## src/rtl/fpec_pkg.sv

```systemverilog
`default_nettype none

package fpec_pkg;

   localparam int REG_WORDS_DEF   = 16;
   localparam int FLASH_BYTES_DEF = 262144;
   localparam int EOFF_W          = 18;
   localparam int PROT_BITS       = 32;
   localparam int SECTOR_SHIFT    = 12;

   localparam logic [31:0] FLASH_BASE_RESET = 32'h0800_0000;

   localparam int PAGE_BYTES   = 256;
   localparam int SECTOR_BYTES = 4096;
   localparam int BLOCK_BYTES  = 32768;

   localparam logic [31:0] KEY_FIRST  = 32'h4567_0123;
   localparam logic [31:0] KEY_SECOND = 32'hCDEF_89AB;

   localparam logic [7:0] ST_BUSY      = 8'h01;
   localparam logic [7:0] ST_WBUSY     = 8'h02;
   localparam logic [7:0] ST_PROTERR   = 8'h10;
   localparam logic [7:0] ST_DONE      = 8'h20;
   localparam logic [7:0] ST_CLEARABLE = 8'hB3;

   localparam logic [31:0] CT_SECT     = 32'h0000_0002;
   localparam logic [31:0] CT_MASS     = 32'h0000_0004;
   localparam logic [31:0] CT_OPTPROG  = 32'h0000_0010;
   localparam logic [31:0] CT_OPTERASE = 32'h0000_0020;
   localparam logic [31:0] CT_START    = 32'h0000_0040;
   localparam logic [31:0] CT_LOCK     = 32'h0000_0080;
   localparam logic [31:0] CT_OPTWE    = 32'h0000_0200;
   localparam logic [31:0] CT_FLOCK    = 32'h0000_8000;
   localparam logic [31:0] CT_PAGE     = 32'h0002_0000;
   localparam logic [31:0] CT_BLOCK    = 32'h0004_0000;
   localparam logic [31:0] CT_PSTART   = 32'h0020_0000;

   localparam logic [7:0] OFF_KEY       = 8'h04;
   localparam logic [7:0] OFF_OPTKEY    = 8'h08;
   localparam logic [7:0] OFF_STATUS    = 8'h0C;
   localparam logic [7:0] OFF_CTRL      = 8'h10;
   localparam logic [7:0] OFF_KEY_ALIAS = 8'h24;

   localparam int WORD_CTRL   = 4;
   localparam int WORD_ADDR   = 5;
   localparam int WORD_WRPROT = 8;

   localparam logic       MODE_READ = 1'b0;
   localparam logic [2:0] SIZE_BYTE = 3'd1;
   localparam logic [2:0] SIZE_HALF = 3'd2;
   localparam logic [2:0] SIZE_WORD = 3'd4;

   typedef enum logic [2:0] {
      ERASE_NONE   = 3'd0,
      ERASE_PAGE   = 3'd1,
      ERASE_SECTOR = 3'd2,
      ERASE_BLOCK  = 3'd3,
      ERASE_MASS   = 3'd4
   } erase_kind_type;

   typedef enum logic [1:0] {
      ACC_OK         = 2'd0,
      ACC_BAD_OFFSET = 2'd1,
      ACC_BAD_SIZE   = 2'd2
   } acc_err_type;

   typedef struct packed {
      logic        mode;
      logic [7:0]  offset;
      logic [2:0]  access_size;
      logic [31:0] write_data;
   } req_type;

   typedef struct packed {
      logic [31:0]       read_data;
      logic [2:0]        erase_kind;
      logic [EOFF_W-1:0] erase_offset;
      logic [1:0]        access_error;
   } rsp_type;

   typedef struct packed {
      logic              emit;
      logic              prot_err;
      logic [EOFF_W-1:0] offset;
   } erase_cmd_type;

endpackage

`default_nettype wire

```

## src/rtl/fpec_erase.sv

```systemverilog
`default_nettype none

module fpec_erase #(
   parameter int FLASH_BYTES = fpec_pkg::FLASH_BYTES_DEF
) (
   input  fpec_pkg::erase_kind_type kind,
   input  logic [31:0]              erase_addr,
   input  logic [31:0]              flash_base,
   input  logic [31:0]              wr_prot,
   output fpec_pkg::erase_cmd_type  cmd
);
   import fpec_pkg::*;

   localparam int OW = $clog2(FLASH_BYTES) + 2;
   localparam int SW = OW - SECTOR_SHIFT;
   localparam logic [OW-1:0] FLASH_END = OW'(FLASH_BYTES);
   localparam logic [SW-1:0] SECT_CAP  = SW'(PROT_BITS - 1);
   localparam logic [4:0]    SECT_TOP  = 5'(PROT_BITS - 1);

   logic [32:0]   diff;
   logic          in_range;
   logic [OW-1:0] rel;
   logic [OW-1:0] size;
   logic [OW-1:0] start_off;
   logic [OW-1:0] end_off;
   logic [OW-1:0] stop_off;
   logic [OW-1:0] last_byte;
   logic          past_end;
   logic [SW-1:0] first_sect;
   logic [SW-1:0] last_sect;
   logic [4:0]    first_c;
   logic [4:0]    last_c;
   logic [31:0]   covered;
   logic          prot;

   always_comb begin
      diff     = {1'b0, erase_addr} - {1'b0, flash_base};
      in_range = !diff[32] && (diff[31:0] < 32'(FLASH_BYTES));
      rel      = diff[OW-1:0];

      unique case (kind)
         ERASE_PAGE:   size = OW'(PAGE_BYTES);
         ERASE_SECTOR: size = OW'(SECTOR_BYTES);
         ERASE_BLOCK:  size = OW'(BLOCK_BYTES);
         ERASE_MASS:   size = FLASH_END;
         default:      size = '0;
      endcase

      start_off  = (kind == ERASE_MASS) ? '0 : (rel & ~(size - OW'(1)));
      end_off    = start_off + size;
      past_end   = end_off > FLASH_END;
      stop_off   = past_end ? FLASH_END : end_off;
      last_byte  = stop_off - OW'(1);
      first_sect = start_off[OW-1:SECTOR_SHIFT];
      last_sect  = last_byte[OW-1:SECTOR_SHIFT];
      first_c    = (first_sect > SECT_CAP) ? SECT_TOP : first_sect[4:0];
      last_c     = (last_sect > SECT_CAP) ? SECT_TOP : last_sect[4:0];

      for (int j = 0; j < PROT_BITS; j++) begin
         covered[j] = (5'(j) >= first_c) && (5'(j) <= last_c);
      end
      prot = |(covered & wr_prot);

      cmd = '0;
      unique case (kind)
         ERASE_NONE: begin
            cmd = '0;
         end
         ERASE_MASS: begin
            cmd.prot_err = prot;
            cmd.emit     = !prot;
         end
         ERASE_BLOCK: begin
            if (in_range) begin
               cmd.prot_err = prot;
               cmd.emit     = !prot;
            end
         end
         ERASE_SECTOR, ERASE_PAGE: begin
            if (in_range && !past_end) begin
               cmd.prot_err = prot;
               cmd.emit     = !prot;
            end
         end
         default: begin
            cmd = '0;
         end
      endcase

      if (cmd.emit && (kind != ERASE_MASS)) begin
         cmd.offset = EOFF_W'(start_off);
      end
   end

endmodule

`default_nettype wire

```

## src/rtl/fpec_regs.sv

```systemverilog
`default_nettype none

module fpec_regs #(
   parameter int REG_WORDS   = fpec_pkg::REG_WORDS_DEF,
   parameter int FLASH_BYTES = fpec_pkg::FLASH_BYTES_DEF
) (
   input  logic              clock,
   input  logic              reset,
   input  logic              execute,
   input  fpec_pkg::req_type item,
   input  logic              csr_write,
   input  logic [31:0]       csr_wdata,
   output fpec_pkg::rsp_type result
);
   import fpec_pkg::*;

   localparam int         IW        = $clog2(REG_WORDS);
   localparam logic [8:0] WIN_BYTES = 9'(REG_WORDS * 4);

   logic [31:0]    words_ff [REG_WORDS];
   logic [31:0]    words_in [REG_WORDS];
   logic [7:0]     status_ff;
   logic [7:0]     status_in;
   logic [7:0]     status_pre;
   logic           unlocked_ff;
   logic           unlocked_in;
   logic           key_stage_ff;
   logic           key_stage_in;
   logic           opt_stage_ff;
   logic           opt_stage_in;
   logic [31:0]    base_ff;

   logic [IW-1:0]  idx;
   logic           bad_off;
   logic           size_ok;
   logic [31:0]    word_rd;
   logic [31:0]    rd_val;
   logic [31:0]    ctrl_nw;
   logic           ctrl_unl;
   logic           finish;
   erase_kind_type erase_req;
   erase_cmd_type  ecmd;
   acc_err_type    err;

   fpec_erase #(
      .FLASH_BYTES(FLASH_BYTES)
   ) u_erase (
      .kind      (erase_req),
      .erase_addr(words_ff[WORD_ADDR]),
      .flash_base(base_ff),
      .wr_prot   (words_ff[WORD_WRPROT]),
      .cmd       (ecmd)
   );

   always_comb begin
      idx     = item.offset[IW+1:2];
      bad_off = {1'b0, item.offset} >= WIN_BYTES;
      size_ok = (item.access_size == SIZE_BYTE) || (item.access_size == SIZE_HALF) ||
                (item.access_size == SIZE_WORD);

      if (item.offset == OFF_KEY) begin
         word_rd = '0;
      end else if (item.offset == OFF_STATUS) begin
         word_rd = {24'b0, status_ff};
      end else begin
         word_rd = words_ff[idx] >> {item.offset[1:0], 3'b000};
      end

      words_in     = words_ff;
      status_pre   = status_ff;
      unlocked_in  = unlocked_ff;
      key_stage_in = key_stage_ff;
      opt_stage_in = opt_stage_ff;
      ctrl_nw      = item.write_data;
      ctrl_unl     = unlocked_ff;
      erase_req    = ERASE_NONE;
      finish       = 1'b0;
      rd_val       = '0;
      err          = ACC_OK;

      priority if (bad_off) begin
         err = ACC_BAD_OFFSET;
      end else if (item.mode == MODE_READ) begin
         if (!size_ok) begin
            err = ACC_BAD_SIZE;
         end else begin
            unique case (item.access_size)
               SIZE_BYTE: rd_val = word_rd & 32'h0000_00FF;
               SIZE_HALF: rd_val = word_rd & 32'h0000_FFFF;
               default:   rd_val = word_rd;
            endcase
         end
      end else if (item.offset[1:0] != 2'b00) begin
         err = ACC_BAD_OFFSET;
      end else if (item.access_size != SIZE_WORD) begin
         err = ACC_BAD_SIZE;
      end else if ((item.offset == OFF_KEY) || (item.offset == OFF_KEY_ALIAS)) begin
         if (item.write_data == KEY_FIRST) begin
            key_stage_in = 1'b1;
         end else begin
            if (key_stage_ff && (item.write_data == KEY_SECOND)) begin
               unlocked_in          = 1'b1;
               words_in[WORD_CTRL] = words_ff[WORD_CTRL] & ~(CT_LOCK | CT_FLOCK);
            end
            key_stage_in = 1'b0;
         end
      end else if (item.offset == OFF_OPTKEY) begin
         if (item.write_data == KEY_FIRST) begin
            opt_stage_in = 1'b1;
         end else begin
            if (opt_stage_ff && (item.write_data == KEY_SECOND)) begin
               words_in[WORD_CTRL] = words_ff[WORD_CTRL] | CT_OPTWE;
            end
            opt_stage_in = 1'b0;
         end
      end else if (item.offset == OFF_STATUS) begin
         status_pre = status_ff & ~(item.write_data[7:0] & ST_CLEARABLE);
      end else if (item.offset == OFF_CTRL) begin
         if ((ctrl_nw & CT_LOCK) != '0) begin
            ctrl_unl = 1'b0;
            ctrl_nw  = ctrl_nw & ~CT_OPTWE;
         end
         if (ctrl_unl && ((ctrl_nw & CT_START) != '0)) begin
            priority if ((ctrl_nw & CT_MASS) != '0) begin
               erase_req = ERASE_MASS;
               ctrl_nw   = ctrl_nw & ~(CT_START | CT_MASS);
            end else if ((ctrl_nw & CT_OPTERASE) != '0) begin
               finish  = 1'b1;
               ctrl_nw = ctrl_nw & ~(CT_START | CT_OPTERASE);
            end else if ((ctrl_nw & CT_BLOCK) != '0) begin
               erase_req = ERASE_BLOCK;
               ctrl_nw   = ctrl_nw & ~(CT_START | CT_BLOCK);
            end else if ((ctrl_nw & CT_SECT) != '0) begin
               erase_req = ERASE_SECTOR;
               ctrl_nw   = ctrl_nw & ~(CT_START | CT_SECT);
            end else if ((ctrl_nw & CT_PAGE) != '0) begin
               erase_req = ERASE_PAGE;
               ctrl_nw   = ctrl_nw & ~(CT_START | CT_PAGE);
            end else if ((ctrl_nw & CT_OPTPROG) != '0) begin
               finish  = 1'b1;
               ctrl_nw = ctrl_nw & ~(CT_START | CT_OPTPROG);
            end else begin
               finish  = 1'b1;
               ctrl_nw = ctrl_nw & ~CT_START;
            end
         end
         if ((ctrl_nw & CT_PSTART) != '0) begin
            finish  = 1'b1;
            ctrl_nw = ctrl_nw & ~CT_PSTART;
         end
         unlocked_in         = ctrl_unl;
         words_in[WORD_CTRL] = ctrl_nw;
      end else begin
         words_in[idx] = item.write_data;
      end
   end

   always_comb begin
      status_in = status_pre;
      if (finish || (erase_req != ERASE_NONE)) begin
         status_in = (status_pre & ~(ST_BUSY | ST_WBUSY)) | ST_DONE;
         if (ecmd.prot_err) begin
            status_in = status_in | ST_PROTERR;
         end
      end
   end

   always_comb begin
      result.read_data    = rd_val;
      result.erase_kind   = ecmd.emit ? erase_req : ERASE_NONE;
      result.erase_offset = ecmd.offset;
      result.access_error = err;
   end

   always_ff @(posedge clock) begin
      if (reset) begin
         for (int i = 0; i < REG_WORDS; i++) begin
            words_ff[i] <= '0;
         end
         status_ff    <= '0;
         unlocked_ff  <= 1'b0;
         key_stage_ff <= 1'b0;
         opt_stage_ff <= 1'b0;
      end else if (execute) begin
         words_ff     <= words_in;
         status_ff    <= status_in;
         unlocked_ff  <= unlocked_in;
         key_stage_ff <= key_stage_in;
         opt_stage_ff <= opt_stage_in;
      end
   end

   always_ff @(posedge clock) begin
      if (reset) begin
         base_ff <= FLASH_BASE_RESET;
      end else if (csr_write) begin
         base_ff <= csr_wdata;
      end
   end

endmodule

`default_nettype wire

```

## src/rtl/flash_program_erase_controller.sv

```systemverilog
// An accepted item loads the input register, then its result loads the result register.
// Throughput: one item per cycle unless the result is stalled; register decode, key
// check and the erase/protection test sit between the input and result registers.
// Reset (synchronous, active high) empties both registers, relocks, clears key
// stages, status and all register words, and sets the flash base to 0x08000000.
`default_nettype none

module flash_program_erase_controller #(
   parameter int REG_WORDS   = fpec_pkg::REG_WORDS_DEF,
   parameter int FLASH_BYTES = fpec_pkg::FLASH_BYTES_DEF
) (
   input  logic              clock,
   input  logic              reset,
   input  logic              req_valid,
   output logic              req_stall,
   input  fpec_pkg::req_type req_data,
   output logic              rsp_valid,
   input  logic              rsp_stall,
   output fpec_pkg::rsp_type rsp_data,
   input  logic              csr_write,
   input  logic [31:0]       csr_wdata
);
   import fpec_pkg::*;

   logic    in_vld_ff;
   logic    in_vld_in;
   req_type in_data_ff;
   logic    rsp_vld_ff;
   logic    rsp_vld_in;
   rsp_type rsp_data_ff;
   rsp_type result;
   logic    advance;
   logic    take;

   fpec_regs #(
      .REG_WORDS  (REG_WORDS),
      .FLASH_BYTES(FLASH_BYTES)
   ) u_regs (
      .clock    (clock),
      .reset    (reset),
      .execute  (advance),
      .item     (in_data_ff),
      .csr_write(csr_write),
      .csr_wdata(csr_wdata),
      .result   (result)
   );

   always_comb begin
      advance    = in_vld_ff && (!rsp_vld_ff || !rsp_stall);
      req_stall  = in_vld_ff && !advance;
      take       = req_valid && !req_stall;
      in_vld_in  = take || (in_vld_ff && !advance);
      rsp_vld_in = advance || (rsp_vld_ff && rsp_stall);
      rsp_valid  = rsp_vld_ff;
      rsp_data   = rsp_data_ff;
   end

   always_ff @(posedge clock) begin
      if (reset) begin
         in_vld_ff  <= 1'b0;
         rsp_vld_ff <= 1'b0;
      end else begin
         in_vld_ff  <= in_vld_in;
         rsp_vld_ff <= rsp_vld_in;
      end
   end

   always_ff @(posedge clock) begin
      if (take) begin
         in_data_ff <= req_data;
      end
      if (advance) begin
         rsp_data_ff <= result;
      end
   end

endmodule

`default_nettype wire

```

## config.mk

```make
export PLATFORM = sky130hd
export DESIGN_NAME = flash_program_erase_controller
export DESIGN_NICKNAME = d
export VERILOG_FILES = /design/src/rtl/fpec_pkg.sv /design/src/rtl/fpec_erase.sv /design/src/rtl/fpec_regs.sv /design/src/rtl/flash_program_erase_controller.sv
export SDC_FILE = /design/constraint.sdc
export NUM_CORES = 2
export LEC_CHECK = 0
export BUFFER_PORTS_ARGS = -buffer_cell sky130_fd_sc_hd__buf_2
export CORE_ASPECT_RATIO = 0.8
export CORE_UTILIZATION = 54
export DETAILED_ROUTE_END_ITERATION = 10
export PLACE_DENSITY = 0.71
export SYNTH_ARGS = -nofsm -noshare
export SYNTH_HDL_FRONTEND = slang
export SYNTH_SLANG_ARGS = --single-unit
```

## constraint.sdc

```tcl
create_clock -name clock -period 10.2 [get_ports clock]
set_input_delay 1.53 -clock clock [delete_from_list [all_inputs] [get_ports clock]]
set_output_delay 1.53 -clock clock [all_outputs]
set_load 0.02 [all_outputs]
```

==> qor.txt <==
CTS tree: done
Largest net degree at the start of global routing: 146
Initial Util: 0.549
CP endpoint kind: flop
Maxcap violations: 0
Total Neg Setup Slack: 0 ns
Layout area overhead: 10.6%
Synthesized area per cell: 9.19 µm²
Area of the multi-input gates: 0.0147 mm²
Critical path buffers and inverters: 3
Clk Latency, worst-skew pair: 0.65 ns
ANT nets after route: 0
Clk buf depth: 3
Top-level port count: 138
Iter 0 DRT Violations: 3,234
FF/Latch Area: 0.0138 mm²
Post-Syn Instances: 3,223
RSZ-0062 raised after global routing: false
P_leak: 11.4 nW
Filler instances: 4,425
Drt drc: 0
Port Buffers: 129
Main area contributors after synthesis: dfxtp_1 37%, mux4_2 12%, nand2_1 11%
Via/cell ratio: 6.40
Period utilization: 0.880
Fin util: 0.607
Die height: 212 µm
Vias in the first global route: 24,000
Postcts setup bufs: 0
Synth warnings: 0
Final #Nets: 3,332
Cell family with most CP delay: simple AND/OR/NAND/NOR gates
Global Route Usage Sum: 0.367
Critical path arrival: 9.44 ns
Fmax: 0.111 GHz
Synth Flop Type: dfxtp_1
Rel. slew slack: 0.245
Slew Limit Fails: 0
Yosys reg bits: 645
Routability congestion estimate: 0.982
Via Count: 25,400
Resize count post-CTS: 0
Area share of the largest cell type after synthesis: 0.374
Slew @ Worst Pin: 1.12 ns
CP peak stage delay: 0.68 ns
Sequential element share of the synthesized area: 0.466
Area of the die: 0.0558 mm²
Crit Path Class: flop to flop
Core area: 0.0540 mm²
Pre-antenna DRT Iters: 6
Clk_skew: 0.0386 ns
Outcome: completed
Cell Area, Synth: 0.0296 mm²
Non-Filler Instances: 3,970
Clock tree sinks: 645
Final Hold Viols: 0
GR Overflow Total: 0
Fin crit period: 8.98 ns
Worst vdd ir: 149 µV
FFs w/ async S/R, synth: 0
CP Max Fanout: 29
Initial antenna violation count: 11
Placement Rows: 76
Leading area contributor after synthesis: dfxtp_1
H-tree levels: 2
Synth unique cells: 88
Wirelength per Cell: 26.0 µm
Setup Viol. Count Final: 0
Critical-path cell with the highest stage delay: nor4b_1
DP Cell Count: 3,854
First-pass GRT wire length: 153,000 µm
Worst hold path type: flop to flop
CP Data Required Time: 10.66 ns
Die W: 264 µm
Wirelength, routed: 103,000 µm
EDFF count, synth: 91
Post-CTS Hold Fix Bufs: 0
TritonCTS Buffers: 61
Clock transition at the registers of the reported paths: 0.06 ns
HPWL after detailed placement: 71,300 µm
Share of layout cells above drive strength 1: 0.156
PwrDens: 163 mW/mm²
Clock root cell: clkbuf_16
Startpoint Class: flop
layout make-up:
| type | instances | share of cell area |
|---|---|---|
| Sequential cell | 645 | 0.422 |
| Multi-Input combinational cell | 2283 | 0.449 |
| Inverter | 50 | 0.00573 |
| Tap cell | 702 | 0.0268 |
| Clock buffer | 90 | 0.0589 |
| Clock inverter | 24 | 0.00687 |
| Antenna cell | 2 | 0.000153 |
| Timing Repair Buffer | 174 | 0.0311 |
synthesized netlist by cell type (all sizes together) (50+ instances only):
master and n:
mux2i 53, nand2 844, dfxtp 554, edfxtp 91, nand3 57, a21oi 446, nor2b 141, o21ai 50
inv 50, mux4 160, nor2 134, clkbuf 214
power breakdown:
| group | leakage (nW) | internal (mW) | total, mW | switching (mW) |
|---|---|---|---|---|
| registers | 5.31 | 2.60 | 2.65 | 0.0429 |
| clock network | 1.08 | 1.37 | 2.40 | 1.03 |
| logic | 5.05 | 0.0910 | 0.288 | 0.197 |
| total | 11.4 | 4.06 | 5.33 | 1.27 |
metal layers:
layer  global-route usage  wire (µm)
met1                0.510      41900
met2                0.557      45100
met3               0.0844      11700
met4                0.143       4350
met5              0.00610        132
final timing paths:
path                                            from                    to  slack, ns  depth (start not counted)
worst max-delay path                  in_data_ff[36]          rsp_data[13]       1.22                         26
worst min-delay path            u_regs.words_ff[170]  u_regs.words_ff[170]       0.45                          2
worst max register to register        in_data_ff[36]          rsp_data[13]       1.22                         26
worst min register to register  u_regs.words_ff[170]  u_regs.words_ff[170]       0.45                          2
state kept, by name (all words and copies together), names as in the netlist:
signal,count
in_vld_ff,1
u_regs.opt_stage_ff,1
u_regs.words_ff,512
rsp_data,47
u_regs.status_ff,5
u_regs.base_ff,32
u_regs.key_stage_ff,1
in_data_ff,44
rsp_valid,1
u_regs.unlocked_ff,1
per-stage QoR:
stage               power (mW)  setup slack, ns  area (µm²)  hold slack, ns
detailed placement        2.99             1.43       30600           0.440
CTS                       5.35             1.36       32800           0.448
global route              5.47            0.513       32800           0.466
floorplan                 2.88             3.55       29700           0.429
finish                    5.33             1.22       32800           0.451
global placement          2.98             1.49       30600           0.434
cells by family after synthesis:
| logic type | synth area share |
|---|---|
| flops | 0.466 |
| fa+ha+maj | 0.0152 |
| compound gates | 0.125 |
| xor+xnor | 0.00680 |
| mux | 0.142 |
| simple gates | 0.204 |
| other cells | 0.000127 |
| buf+inv | 0.0401 |
cells in the final DEF (no fill, tap or decap), types with 48 or more instances in the layout:
master     count
nand2_1      837
dfxtp_1      554
a21oi_1      445
mux4_2       160
nor2b_1      140
buf_2        128
nor2_1       114
edfxtp_1      91
clkbuf_16     66
nand3_1       55
mux2i_1       53
o21ai_0       49
inv_1         48
worst min-delay path: cells and delay by family (launching register included):
family	cells	cell delay [ns]
AO/OA/AOI/OAI	1	0.05
flip-flops	1	0.31
AND/OR/NAND/NOR	1	0.05
No activity file was read; power rests on OpenSTA's default activity.
